--- src/design/assert_macros.svh ---
// ----------------------------------------------------------------------------
// assertion macros
// concurrent checks that compile away under synthesis
// ----------------------------------------------------------------------------
`ifndef ASSERT_MACROS_SVH
`define ASSERT_MACROS_SVH
`ifndef SYNTHESIS
`define GMF_ASSERT(lbl, clk, rst_n, prop, msg) \
    lbl: assert property (@(posedge clk) disable iff (!rst_n) (prop)) else $error(msg);
`define GMF_ASSERT_NEXT(lbl, clk, rst_n, ante, cons, msg) \
    lbl: assert property (@(posedge clk) disable iff (!rst_n) (ante) |=> (cons)) else $error(msg);
`else
`define GMF_ASSERT(lbl, clk, rst_n, prop, msg)
`define GMF_ASSERT_NEXT(lbl, clk, rst_n, ante, cons, msg)
`endif
`endif

--- src/design/gmf_pkg.sv ---
// ----------------------------------------------------------------------------
// gmf_pkg
// shared types and constants of the grayscale morphology filter
// ----------------------------------------------------------------------------
package gmf_pkg;

    localparam int MAX_WIDTH  = 1024;
    localparam int MAX_KERNEL = 7;
    localparam int HALF_MAX   = MAX_KERNEL / 2;
    localparam int LINE_BUFS  = MAX_KERNEL - 1;
    localparam int LB_IDX_W   = $clog2(LINE_BUFS);
    localparam int COL_W      = $clog2(MAX_WIDTH);
    localparam int EW_W       = $clog2(MAX_WIDTH + 1);
    localparam int ROW_W      = 16;
    localparam int HALF_W     = $clog2(HALF_MAX + 1);
    localparam int KIDX_W     = $clog2(MAX_KERNEL);
    localparam int LAG_MAX    = HALF_MAX * MAX_WIDTH + HALF_MAX;
    localparam int PEND_W     = $clog2(LAG_MAX + 2);
    localparam int FIFO_DEPTH = 8;
    localparam int FIFO_AW    = $clog2(FIFO_DEPTH);
    localparam int PIX_W      = 8;
    localparam int MASK_W     = 49;
    localparam int MASK_IDX_W = $clog2(MASK_W);
    localparam int CFG_IDX_W  = 3;
    localparam int KSIZE_W    = 3;
    localparam int MODE_W     = 2;
    localparam int FWIDTH_W   = 11;

    localparam logic [PIX_W-1:0] PIX_MAX = 8'd255;

    localparam logic REQ_PIXEL = 1'b0;
    localparam logic REQ_FLUSH = 1'b1;

    localparam int MODE_ERODE_BIT = 0;
    localparam int MODE_GRAD_BIT  = 1;

    typedef enum logic [CFG_IDX_W-1:0] {
        CFG_KERNEL_SIZE  = 3'd0,
        CFG_ELEMENT_MASK = 3'd1,
        CFG_FILTER_MODE  = 3'd2,
        CFG_FRAME_WIDTH  = 3'd3,
        CFG_FRAME_HEIGHT = 3'd4
    } cfg_index_t;

    typedef struct packed {
        logic             req_type;
        logic [PIX_W-1:0] pixel_in;
    } gmf_req_t;

    typedef struct packed {
        logic [PIX_W-1:0] pixel_out;
        logic             frame_last;
    } gmf_rsp_t;

    typedef logic [MAX_KERNEL-1:0][PIX_W-1:0] pix_col_t;

    typedef struct packed {
        logic [PIX_W-1:0] mx;
        logic [PIX_W-1:0] mn;
    } col_red_t;

    typedef struct packed {
        logic                  shift;
        logic [MAX_KERNEL-1:0] mask;
    } cell_ctrl_t;

endpackage

--- src/design/gmf_out_fifo.sv ---
// ----------------------------------------------------------------------------
// gmf_out_fifo
// small result queue between the filter pipeline and the result channel
// ----------------------------------------------------------------------------
module gmf_out_fifo (
    input  logic                     clk,
    input  logic                     rst_n,
    input  logic                     push,
    input  gmf_pkg::gmf_rsp_t        push_data,
    output logic                     pop_valid,
    input  logic                     pop_stall,
    output gmf_pkg::gmf_rsp_t        pop_data,
    output logic [gmf_pkg::FIFO_AW:0] count
);
    import gmf_pkg::*;

    gmf_rsp_t           mem_reg [FIFO_DEPTH];
    logic [FIFO_AW-1:0] wr_ptr_reg;
    logic [FIFO_AW-1:0] rd_ptr_reg;
    logic [FIFO_AW:0]   count_reg;
    logic               pop;

    assign pop_valid = (count_reg != '0);
    assign pop       = pop_valid & ~pop_stall;
    assign pop_data  = mem_reg[rd_ptr_reg];
    assign count     = count_reg;

    always_ff @(posedge clk)
    begin
        if (push)
        begin
            mem_reg[wr_ptr_reg] <= push_data;
        end
    end

    always_ff @(posedge clk or negedge rst_n)
    begin
        if (!rst_n)
        begin
            wr_ptr_reg <= '0;
            rd_ptr_reg <= '0;
            count_reg  <= '0;
        end
        else
        begin
            if (push)
            begin
                wr_ptr_reg <= wr_ptr_reg + FIFO_AW'(1);
            end
            if (pop)
            begin
                rd_ptr_reg <= rd_ptr_reg + FIFO_AW'(1);
            end
            if (push && !pop)
            begin
                count_reg <= count_reg + (FIFO_AW + 1)'(1);
            end
            else if (pop && !push)
            begin
                count_reg <= count_reg - (FIFO_AW + 1)'(1);
            end
        end
    end

endmodule

--- config.mk ---
export PLATFORM = sky130hd
export DESIGN_NAME = gmf_out_fifo
export DESIGN_NICKNAME = d
export VERILOG_FILES = /design/src/design/assert_macros.svh /design/src/design/gmf_pkg.sv /design/src/design/gmf_out_fifo.sv
export SDC_FILE = /design/constraint.sdc
export NUM_CORES = 1
export LEC_CHECK = 0
export ABC_AREA = 1
export BUFFER_PORTS_ARGS = -buffer_cell sky130_fd_sc_hd__buf_2
export CAP_MARGIN = 20
export CORE_MARGIN = 3
export CORE_UTILIZATION = 45
export DETAILED_ROUTE_END_ITERATION = 8
export PLACE_DENSITY = 0.61
export SYNTH_ARGS = -nofsm -noshare
export SYNTH_HDL_FRONTEND = slang
export SYNTH_SLANG_ARGS = --single-unit
--- constraint.sdc ---
create_clock -name clk -period 2.3 [get_ports clk]
set_clock_uncertainty 0.05 [all_clocks]
set_input_delay 0.345 -clock clk [delete_from_list [all_inputs] [get_ports clk]]
set_output_delay 0.345 -clock clk [all_outputs]
set_load 0.01 [all_outputs]
==> out/results.tsv <==
stage	metric	value	unit
run_status	outcome	finished clean	
sta	worst hold slack	0.218	ns
setup_path	CP Capture Type	register	
sta	worst setup slack after layout	0.205	ns
worst_hold_path	hold crit path type	primary input to register	
grt	total track usage	17.7	%
layout	Area growth syn-to-layout	13.8	%
synth	Yosys warning count	0	
layout	Fillers	660	
sta	final hold violations	0	
layout	final instance area	4000	um2
sta	Rel. slew slack	66.6	%
synth	asr flop ratio synth	12.2	%
sta	Setup violations, final	0	
floorplan	I/O pins	27	
worst_hold_path	Hold Path Origin	push_data[4]	
setup_path	R2R setup slack	0.21	ns
setup_path	worst setup path class	register to register	
run	max-cap violations	0	
clock_network	Clk Latency, worst-skew pair	0.34	ns
synth	top_reg_cell synth	edfxtp_1	
clock_network	CTS tree	yes	
route	final wirelength	7030	um
synth	share of the synthesized area in the top cell type	61.6	%
floorplan	die area	8900	um2
grt	initial antenna violation count	0	
layout	max reg flops	72	
pwr	Switching Power	1.89	mW
sta	setup TNS	0	ns
route	initial DRC count	88	
worst_hold_path	Worst Hold End	mem_reg[0][4]	
grt	first-pass GRT wire length	11600	um
place	hpwl dp	4670	um
floorplan	Die X	94.3	um
grt	total gr overflow	0	
synth	cell count after synthesis	316	
route	DRT Pass-1 Iters	4	
clock_network	Resized Gates After CTS	0	
synth	Post-synth top cells	nand2_1, edfxtp_1, nor2_1	
synth	Seq cells post-synth	82	
synth	Avg Cell Area, Syn	11.1	um2
clock_network	Setup Buffers After CTS	0	
place	Placed Instance Area	3800	um2
clock_network	CTS Buf Count	9	
layout	Final #Nets	379	
place	port bufs	26	
sta	RSZ-0062 raised after global routing	false	
setup_path	critical path fanouts, max	5	
pwr	Comb power frac	38.7	%
synth	sequential cell area fraction in the yosys report	68.7	%
synth	Post-synth EDFFs	72	
setup_path	Critical R2R Capture	count[3]	
floorplan	Chip Height	94.3	um
sta	Max Slew Vio Count	0	
clock_network	Clock Path Buffers	2	
route	ANT nets after route	0	
sta	Worst Tran Pin Value	0.499	ns
route	Routed WL per cell	15.1	um
layout	Sequential Area	2410	um2
setup_path	Req. time, crit path	2.50	ns
floorplan	Core Area	7410	um2
clock_network	Clock transition at path regs	0.10	ns
clock_network	root buf cell	clkbuf_8	
sta	Max Clk Rate	477	MHz
place	Place WS	0.216	ns
route	# DRC	0	
pwr	power density over the cells	1210	nW/um2
sta	final worst path period need	2.09	ns
layout	share of cells above drive strength 1	17.3	%
synth	count leader, synth	nand2_1	
pwr	Pint	2.94	mW
route	vias	2237	
layout	diodes inserted	0	
setup_path	WP data arrival	2.29	ns
clock_network	H-tree lvl count	3	
clock_network	TritonCTS Sinks	82	
pwr	Final Power	4.83	mW
grt	vias in the first global route	2204	
setup_path	worst r2r path cells	11	
setup_path	Crit Reg-Reg Startpoint	count[1]	
synth	Netlist cell types	21	
grt	largest net degree at the start of global routing	38	
route	vias per cell	4.82	
worst_hold_path	Hold Path Cell Cnt	1	
synth	most area-hungry cell type in the Yosys netlist	edfxtp_1	
place	GPL Wtd Cong	0.763	
pwr	worst vdd ir	0.559	mV
floorplan	Cell Rows	31	
synth	net count after synthesis	335	
pwr	sequential share of power	40.6	%
pwr	Sw Share	39.1	%
layout	Multi-input gate area	936	um2
pwr	clock power share	20.7	%
setup_path	Worst setup SP type	register	
pwr	Lkg Pwr	1.64	nW
synth	Mapped Area	3510	um2
setup_path	critical path startpoint	count[1]	
sta	final cycle utilization of the critical path	91.1	%
floorplan	Initial Utilization	47.4	%
synth	top post-synthesis cells by area	edfxtp_1, nand2_1, dfrtp_1	
-- routing by layer --
layer,vias to the layer above,part of all wire (%),global-route usage [%]
met4,0,0.78,5.05
met3,4,4.6,4.70
li1,1148,-,-
met5,-,0,0
met1,1044,45,24.8
met2,41,49,27.5
-- layout by cell type (no fill, tap or decap), drive strengths merged --
cell / n
clkinvlp: 1
ha: 5
xnor2: 2
o21ai: 38
dfrtp: 10
nor2: 30
nand3: 3
clkinv: 1
or2: 2
nand2: 125
dlygate4sd3: 1
clkbuf: 9
inv: 17
fa: 1
buf: 43
xor2: 3
edfxtp: 72
a21oi: 2
-- power groups by stage --
stage               registers, mW  logic (mW)  clock network (mW)
finish                       1.96        1.87                1.00
floorplan                    1.98        1.35                   0
global placement             1.99        1.87                   0
detailed placement           2.00        1.90                   0
CTS                          1.96        1.91                1.03
global route                 1.98        2.15                1.10
-- what timing repair did --
item | in CTS | in global routing
setup endpoints to repair | 0 | 0
endpoints found under the hold margin | 10 | 0
hold buffers | 1 | 0
-- critical path: stages (launching register included) --
cell     delay (ns)
dfrtp_1        0.44
nor2_1         0.13
nand2_1        0.09
nand2_1        0.14
ha_1           0.19
inv_1          0.09
ha_1           0.34
or2_2          0.29
nand2_1        0.07
nand2_1        0.04
nand3_1        0.07
nand2_1        0.04
-- how the worst max path moves through the flow --
stage               slack (ns)     endpoint  depth (start not counted)
floorplan                 0.26     count[3]                         11
detailed placement        0.22     count[3]                         11
finish                    0.21     count[3]                         11
global placement          0.27     count[3]                         11
global route              0.01     count[3]                         11
CTS                       0.19  pop_data[1]                          8
-- layout make-up --
| cell class | count | share of cell area [%] |
|---|---|---|
| clock inverters | 7 | 1.63 |
| repair buffers | 44 | 7.01 |
| clock buffers | 9 | 3.10 |
| multi-input cells | 211 | 23.4 |
| inverters | 12 | 1.38 |
| well taps | 99 | 3.10 |
| flip-flops and latches | 82 | 60.4 |
-- cells by family (layout without fill, tap and decap cells) --
logic type      count (synthesis)  after routing  synth area share [%]
simple gates                  160            160                  17.4
flops                          82             82                  68.7
compound gates                 40             40                  5.70
buf+inv                        23             72                  4.63
fa+ha+maj                       6              6                  2.35
xor+xnor                        5              5                  1.25
-- through the flow --
step,util (%),cells
finish,53.9,464
global route,53.9,464
CTS,53.9,464
detailed placement,51.3,447
global placement,51.3,447
floorplan,-,316
Note: power is estimated with default switching activity, not from simulation.
