**config.mk**
```make
export PLATFORM = sky130hd
export DESIGN_NAME = gmf_cell
export DESIGN_NICKNAME = d
export VERILOG_FILES = /design/src/design/assert_macros.svh /design/src/design/gmf_pkg.sv /design/src/design/gmf_cell.sv
export SDC_FILE = /design/constraint.sdc
export NUM_CORES = 1
export LEC_CHECK = 0
export ABC_AREA = 1
export BUFFER_PORTS_ARGS = -buffer_cell sky130_fd_sc_hd__buf_2
export CORE_MARGIN = 1
export CORE_UTILIZATION = 50
export DETAILED_ROUTE_END_ITERATION = 6
export GPL_TIMING_DRIVEN = 0
export PLACE_DENSITY = 0.76
export SETUP_SLACK_MARGIN = 0.1
export SLEW_MARGIN = 20
export SYNTH_ARGS = -nofsm -noshare
export SYNTH_HDL_FRONTEND = slang
export SYNTH_SLANG_ARGS = --single-unit
```
**constraint.sdc**
```tcl
create_clock -name clk -period 26.7 [get_ports clk]
set_input_delay 2.67 -clock clk [delete_from_list [all_inputs] [get_ports clk]]
set_output_delay 2.67 -clock clk [all_outputs]
set_load 0.005 [all_outputs]
```
**src/design/assert_macros.svh**
```systemverilog
// ----------------------------------------------------------------------------
// assertion macros
// concurrent checks that compile away under synthesis
// ----------------------------------------------------------------------------
`ifndef ASSERT_MACROS_SVH
`define ASSERT_MACROS_SVH
`ifndef SYNTHESIS
`define GMF_ASSERT(lbl, clk, rst_n, prop, msg) \
    lbl: assert property (@(posedge clk) disable iff (!rst_n) (prop)) else $error(msg);
`define GMF_ASSERT_NEXT(lbl, clk, rst_n, ante, cons, msg) \
    lbl: assert property (@(posedge clk) disable iff (!rst_n) (ante) |=> (cons)) else $error(msg);
`else
`define GMF_ASSERT(lbl, clk, rst_n, prop, msg)
`define GMF_ASSERT_NEXT(lbl, clk, rst_n, ante, cons, msg)
`endif
`endif

```
**src/design/gmf_pkg.sv**
```systemverilog
// ----------------------------------------------------------------------------
// gmf_pkg
// shared types and constants of the grayscale morphology filter
// ----------------------------------------------------------------------------
package gmf_pkg;

    localparam int MAX_WIDTH  = 1024;
    localparam int MAX_KERNEL = 7;
    localparam int HALF_MAX   = MAX_KERNEL / 2;
    localparam int LINE_BUFS  = MAX_KERNEL - 1;
    localparam int LB_IDX_W   = $clog2(LINE_BUFS);
    localparam int COL_W      = $clog2(MAX_WIDTH);
    localparam int EW_W       = $clog2(MAX_WIDTH + 1);
    localparam int ROW_W      = 16;
    localparam int HALF_W     = $clog2(HALF_MAX + 1);
    localparam int KIDX_W     = $clog2(MAX_KERNEL);
    localparam int LAG_MAX    = HALF_MAX * MAX_WIDTH + HALF_MAX;
    localparam int PEND_W     = $clog2(LAG_MAX + 2);
    localparam int FIFO_DEPTH = 8;
    localparam int FIFO_AW    = $clog2(FIFO_DEPTH);
    localparam int PIX_W      = 8;
    localparam int MASK_W     = 49;
    localparam int MASK_IDX_W = $clog2(MASK_W);
    localparam int CFG_IDX_W  = 3;
    localparam int KSIZE_W    = 3;
    localparam int MODE_W     = 2;
    localparam int FWIDTH_W   = 11;

    localparam logic [PIX_W-1:0] PIX_MAX = 8'd255;

    localparam logic REQ_PIXEL = 1'b0;
    localparam logic REQ_FLUSH = 1'b1;

    localparam int MODE_ERODE_BIT = 0;
    localparam int MODE_GRAD_BIT  = 1;

    typedef enum logic [CFG_IDX_W-1:0] {
        CFG_KERNEL_SIZE  = 3'd0,
        CFG_ELEMENT_MASK = 3'd1,
        CFG_FILTER_MODE  = 3'd2,
        CFG_FRAME_WIDTH  = 3'd3,
        CFG_FRAME_HEIGHT = 3'd4
    } cfg_index_t;

    typedef struct packed {
        logic             req_type;
        logic [PIX_W-1:0] pixel_in;
    } gmf_req_t;

    typedef struct packed {
        logic [PIX_W-1:0] pixel_out;
        logic             frame_last;
    } gmf_rsp_t;

    typedef logic [MAX_KERNEL-1:0][PIX_W-1:0] pix_col_t;

    typedef struct packed {
        logic [PIX_W-1:0] mx;
        logic [PIX_W-1:0] mn;
    } col_red_t;

    typedef struct packed {
        logic                  shift;
        logic [MAX_KERNEL-1:0] mask;
    } cell_ctrl_t;

endpackage

```
**src/design/gmf_cell.sv**
```systemverilog
// ----------------------------------------------------------------------------
// gmf_cell
// one window column: holds MAX_KERNEL vertical pixels, hands them to the next column
// and reduces its masked pixels to a registered max and min
// ----------------------------------------------------------------------------
module gmf_cell (
    input  logic                clk,
    input  gmf_pkg::cell_ctrl_t ctrl,
    input  gmf_pkg::pix_col_t   col_in,
    output gmf_pkg::pix_col_t   col_out,
    output gmf_pkg::col_red_t   red
);
    import gmf_pkg::*;

    pix_col_t col_reg;
    col_red_t red_reg;
    col_red_t red_next;

    always_comb
    begin
        red_next.mx = '0;
        red_next.mn = PIX_MAX;
        for (int r = 0; r < MAX_KERNEL; r++)
        begin
            if (ctrl.mask[r])
            begin
                if (col_reg[r] > red_next.mx)
                begin
                    red_next.mx = col_reg[r];
                end
                if (col_reg[r] < red_next.mn)
                begin
                    red_next.mn = col_reg[r];
                end
            end
        end
    end

    always_ff @(posedge clk)
    begin
        if (ctrl.shift)
        begin
            col_reg <= col_in;
        end
        red_reg <= red_next;
    end

    assign col_out = col_reg;
    assign red     = red_reg;

endmodule

```
==> flow_summary.ini, run 1 <==
[timing]
final.setup.tns_ps = 0
slew_headroom_pct = 48.3
timing.final.hold_violations = 0
fin_skew_ps = 5.79
finalCritPeriodShare_pct = 47.6
rsz0062_at_grt = false
maxSlewViolCount = 0
worst_pin_slew_ps = 755
max_freq_mhz = 78.7
fin_crit_ps = 12700
setup_viol = 0

[worst_setup_path]
worst_path_most_repeated_cell = nor2_1
start_kind = input pin
worst-path-max-fanout = 10
crit_arrival_ps = 12970
crit_path_end_kind = flip-flop
slowest_delay_ps = 600
criticalPathCategory = in2reg
crit_slowest_cell = a2111oi_0
critPathRequiredTime_ps = 26970

[cells_and_area]
nFillCells = 991
largest_reg_flops = 56
syn_to_final_growth_pct = 18.7
layout-drive-gt1-share_pct = 22.4
antenna_cells = 0
fin_cells = 999
layout.nets = 1002

[route]
drcViolationCount = 0
firstDrtPassIters = 5
wl_um = 13600
vias = 5124
drt_iter0_drc = 221
wl_per_cell_um = 13.6
ant_nets = 0
viasPerCell = 5.13

[run_status]
outcome = completed

[cts]
cts_tree = done
clk-insertion-delay-late_ps = 370
cts_max_path_buffers = 2
ctsResizeCount = 0
h-tree-depth = 3
post-cts-setup-buffers = 0
ctsRootBufferMaster = clkbuf_8
cts_sinks = 72
cts_hold_buf = 0
numCtsBuffers = 9
path_clk_slew_ps = 80

[logic_synthesis]
ys_seq_elements = 72
synthesis.nets = 855
synth_top_cell_area_share_pct = 30.4
yosysSeqAreaShare_pct = 36.1
yosys.area.top_type = edfxtp_1
synth_area_per_cell_um2 = 7.83
yosysWarnings = 0
synth_area_um2 = 5540
syn_inst = 707
synthDistinctLibCells = 32
synthTopCellsByArea = edfxtp_1 30%, ha_1 19%, nand2_1 14%

[global_routing]
grt_pass1_wl_um = 21700
grt_max_degree = 57
overflow = 0
track_usage_pct = 24.7
antenna_found_initial = 0
grt_pass1_vias = 4698

[floorplan]
io_pins = 137
die_w_um = 107
fp-row-count = 38
die_h_um = 107
die_area_um2 = 11500
initial_utilization_pct = 51.3
core_area_um2 = 10800

[placement]
place_congestion = 0.874
dp_cells = 983
numPortBuffers = 135
hpwl_um = 10900

[power_and_ir_drop]
p_leak_nw = 3.51
worst_ir_drop_vdd_mv = 0.0445
powerDensity_nw_per_um2 = 71.5

[worst_hold_path]
hp-class = reg2reg

[job]
max_cap_violations = 0
==> worst paths after layout <==
check	startpoint	endpoint	slack, ps	cells past startpoint
hold / removal	col_out[48]$_DFFE_PP_	red[0]$_DFF_P_	570	2
hold reg to reg	col_out[48]$_DFFE_PP_	red[0]$_DFF_P_	570	2
setup reg to reg	col_out[7]$_DFFE_PP_	red[6]$_DFF_P_	16190	47
setup / recovery	ctrl[0]	red[6]$_DFF_P_	14000	50
==> layout by cell type, fill, tap and decap left out, types with 3 or more instances in the layout <==
cell,synthesis,layout
a2111oi_0,4,4
nand2_4,3,3
clkbuf_1,9,10
a211oi_1,4,4
nand3_1,54,54
dfxtp_1,16,16
inv_1,91,91
buf_2,0,135
o21ai_0,46,46
ha_1,83,83
clkbuf_8,0,9
edfxtp_1,56,56
nor2_2,3,3
nand2_1,203,203
nor2_1,44,44
a21oi_1,44,44
nand2_2,25,25
==> per-stage QoR <==
step	area, um2	utilization (%)	power, mW	hold slack [ps]	setup slack, ps
2_1_floorplan	5540	-	0.322	514	14670
3_3_place_gp	6390	59.2	0.384	550	13180
3_5_place_dp	6400	59.3	0.393	561	13860
4_1_cts	6570	60.9	0.473	582	14110
5_1_grt	6570	60.9	0.520	632	12860
6_report	6570	60.9	0.470	574	14000
==> cells in the mapped netlist (all sizes together) <==
cell     count
clkbuf       9
and2         2
o21bai       3
and3         1
dfxtp       16
a211oi       4
buf          1
nand4        2
nand2      232
o221ai       1
a2111oi      5
nand3       54
o21ai       46
edfxtp      56
a21oi       45
nor2        50
inv         92
a31oi        2
o21a         2
ha          83
o31a         1
==> metal layers <==
layer / part of all wire [%] / wire, um / GRT usage [%] / vias up
met1: 45 / 6150 / 31.8 / 2254
met2: 45 / 6070 / 38.6 / 172
met4: 3.0 / 403 / 11.7 / 0
met5: 0 / 0 / 0 / -
met3: 6.9 / 943 / 6.42 / 33
li1: - / - / - / 2665
==> layout make-up <==
type,instances,area (um2),share of cell area (%)
Multi-Input combinational cell,533,3160,48.0
Sequential cell,72,2000,30.5
Timing Repair Buffer,136,683,10.4
Inverter,92,345,5.25
Tap cell,140,175,2.66
Clock buffer,10,128,1.94
Clock inverter,6,43.8,0.666
Buffer,10,41.3,0.628
==> kinds of logic (layout without fill, tap and decap cells) <==
family	after synthesis	count (layout)	share of synthesized area [%]
simple gates	341	341	27.1
flops	72	72	36.1
compound gates	109	109	11.0
fa+ha+maj	83	83	18.7
buf+inv	102	254	6.98
==> where the power goes <==
part | switching (mW) | leakage, nW | internal (mW)
Sequential | 0.0121 | 0.683 | 0.142
Clock | 0.0443 | 0.0866 | 0.0340
Combinational | 0.146 | 2.74 | 0.0915
Total | 0.203 | 3.51 | 0.268
==> critical path, delay by kind of cell <==
| family | cells | cell delay [ps] |
|---|---|---|
| compound gates | 15 | 4550 |
| fa+ha+maj | 6 | 1780 |
| buf+inv | 11 | 2130 |
| simple gates | 18 | 1830 |
Note: power is estimated with default switching activity, not from simulation.
==> inputs of run 2 (changes only) <==
--- a/config.mk
+++ b/config.mk
@@ -8,10 +8,10 @@
 export ABC_AREA = 1
 export BUFFER_PORTS_ARGS = -buffer_cell sky130_fd_sc_hd__buf_2
 export CORE_MARGIN = 1
-export CORE_UTILIZATION = 50
+export CORE_UTILIZATION = 49
 export DETAILED_ROUTE_END_ITERATION = 6
 export GPL_TIMING_DRIVEN = 0
-export PLACE_DENSITY = 0.76
+export PLACE_DENSITY = 0.77
 export SETUP_SLACK_MARGIN = 0.1
 export SLEW_MARGIN = 20
 export SYNTH_ARGS = -nofsm -noshare
==> constraint.sdc (replaced) <==
create_clock -name clk -period 11.4 [get_ports clk]
set_input_delay 1.14 -clock clk [delete_from_list [all_inputs] [get_ports clk]]
set_output_delay 1.14 -clock clk [all_outputs]
set_load 0.005 [all_outputs]
==> run 2 against run 1 <==
Effect of this change:
- first-iteration DRC count down 5.9%
- total power grew to 2.6 times the previous value
- utilization grew 0.59 points
- register-to-register slack worse by 15000 ps
- via count is 0.64% higher
- largest power group unchanged
- sequential cell count is the same
- highest routed layer unchanged
- sequential power grew 140%
==> flow_summary.ini, run 2 (synthesis results as in run 1) <==
[floorplan]
die_area_um2 = 11700
io_pins = 137
fp-row-count = 38
die_h_um = 108
die_w_um = 108
core_area_um2 = 10900
initial_utilization_pct = 50.7

[route]
firstDrtPassIters = 5
drcViolationCount = 0
wl_um = 13800
viasPerCell = 5.16
ant_nets = 0
wl_per_cell_um = 13.8
drt_iter0_drc = 208
vias = 5157

[power_and_ir_drop]
p_sw_share_pct = 40.3
intPower_mw = 0.722
worst_ir_drop_vdd_mv = 0.129
p_leak_nw = 3.58
switching_power_mw = 0.487
powerDensity_nw_per_um2 = 180
pwr-share-comb_pct = 46.9
power_frac_clock_pct = 23.2
seq_power_share_pct = 29.9

[cells_and_area]
mostFrequentLayoutCells = 203 x nand2_1, 135 x buf_2, 91 x inv_1
layout.nets = 1002
final_common_cell = nand2_1
seqCellArea_um2 = 2000
nFillCells = 1002
layout-drive-gt1-share_pct = 22.7
antenna_cells = 0
largest_reg_flops = 56
multi_input_area_um2 = 3190
syn_to_final_growth_pct = 21.4

[placement]
hpwl_um = 10800
place_congestion = 0.862
numPortBuffers = 135

[worst_setup_path]
critPathRequiredTime_ps = 11630
crit_path_end_kind = flip-flop
r2r-end = red[8]$_DFF_P_
crit_arrival_ps = 10490
regToRegSetupSlack_ps = 1680
worst-path-max-fanout = 10
start_kind = input pin
crit_slowest_cell = a211oi_1
critPathLaunch = ctrl[0]
endpoint = red[8]$_DFF_P_
worstReg2RegStart = col_out[15]$_DFFE_PP_
criticalPathCategory = in2reg
reg2regPathDepth = 53
worst_path_most_repeated_cell = nand2_1
slowest_delay_ps = 360

[cts]
cts_sinks = 72
h-tree-depth = 3
cts_hold_buf = 0
numCtsBuffers = 9
path_clk_slew_ps = 60
clk-insertion-delay-late_ps = 350
cts_max_path_buffers = 2
cts_tree = done
ctsRootBufferMaster = clkbuf_16

[timing]
worst_pin_slew_ps = 764
holdWs_ps = 570
maxSlewViolCount = 0
fin_skew_ps = 5.51
setup_viol = 0
fin_crit_ps = 10260
timing.final.hold_violations = 0
slew_headroom_pct = 49.1
rsz0062_at_grt = false
finalCritPeriodShare_pct = 90.0
max_freq_mhz = 97.5
final.setup.tns_ps = 0

[global_routing]
grt_pass1_wl_um = 22400
overflow = 0
track_usage_pct = 24.9
antenna_found_initial = 0
grt_pass1_vias = 4783
grt_max_degree = 57

[worst_hold_path]
hp-class = reg2reg

[run_status]
outcome = completed

[job]
max_cap_violations = 0
[run 2: stage by stage]
step                      utilization, %  worst slack, ps  total power, mW  cell area [um2]  std cells
after CTS                           61.2              376             1.20             6690        999
final                               61.5             1140             1.21             6730        999
after global placement              58.4             -555            0.899             6390        982
after global routing                61.5              131             1.33             6730        999
after floorplan                        -              897            0.754             5540        707
after detailed placement            58.5              121            0.917             6400        983
[run 2: how the worst min path moves through the flow]
stage	from	to	slack (ps)	cells past startpoint
after floorplan	col_out[48]$_DFFE_PP_	red[8]$_DFF_P_	510	2
after detailed placement	col_out[48]$_DFFE_PP_	red[8]$_DFF_P_	550	2
after global routing	col_out[48]$_DFFE_PP_	red[8]$_DFF_P_	590	2
after CTS	col_out[48]$_DFFE_PP_	red[8]$_DFF_P_	570	2
after global placement	col_out[48]$_DFFE_PP_	red[8]$_DFF_P_	550	2
final	col_out[48]$_DFFE_PP_	red[0]$_DFF_P_	570	2
[run 2: power groups by stage]
stage | logic (mW) | clock network [mW] | registers [mW]
after floorplan | 0.386 | 0 | 0.367
after global placement | 0.532 | 0 | 0.366
after detailed placement | 0.551 | 0 | 0.366
after CTS | 0.557 | 0.285 | 0.361
after global routing | 0.661 | 0.297 | 0.368
final | 0.567 | 0.281 | 0.362
[run 2: layout make-up]
class	instances	share of cell area, %
plain buffers	10	0.633
repair buffers	136	10.2
inverters	92	5.13
multi-input cells	533	47.4
clock inverters	5	0.837
well taps	140	2.60
clock buffers	11	3.46
flip-flops and latches	72	29.8
[run 2: critical path, delay by kind of cell]
family | cells | cell delay (ps)
adder cells (fa/ha/maj) | 6 | 1890
AO/OA/AOI/OAI | 14 | 2640
buffers and inverters | 8 | 1640
AND/OR/NAND/NOR | 27 | 3130
[run 2: per-layer routing]
metal	share of wire, %	vias up	track usage, %
li1	-	2667	-
met1	46	2340	32.3
met2	47	132	41.0
met3	5.6	18	5.61
met4	1.5	0	8.20
met5	0	-	0
[run 2: repair_timing]
item | 4_1_cts | 5_1_grt
endpoints found under the setup margin | 0 | 16
setup buffers | 0 | 0
resized for setup | 0 | 12
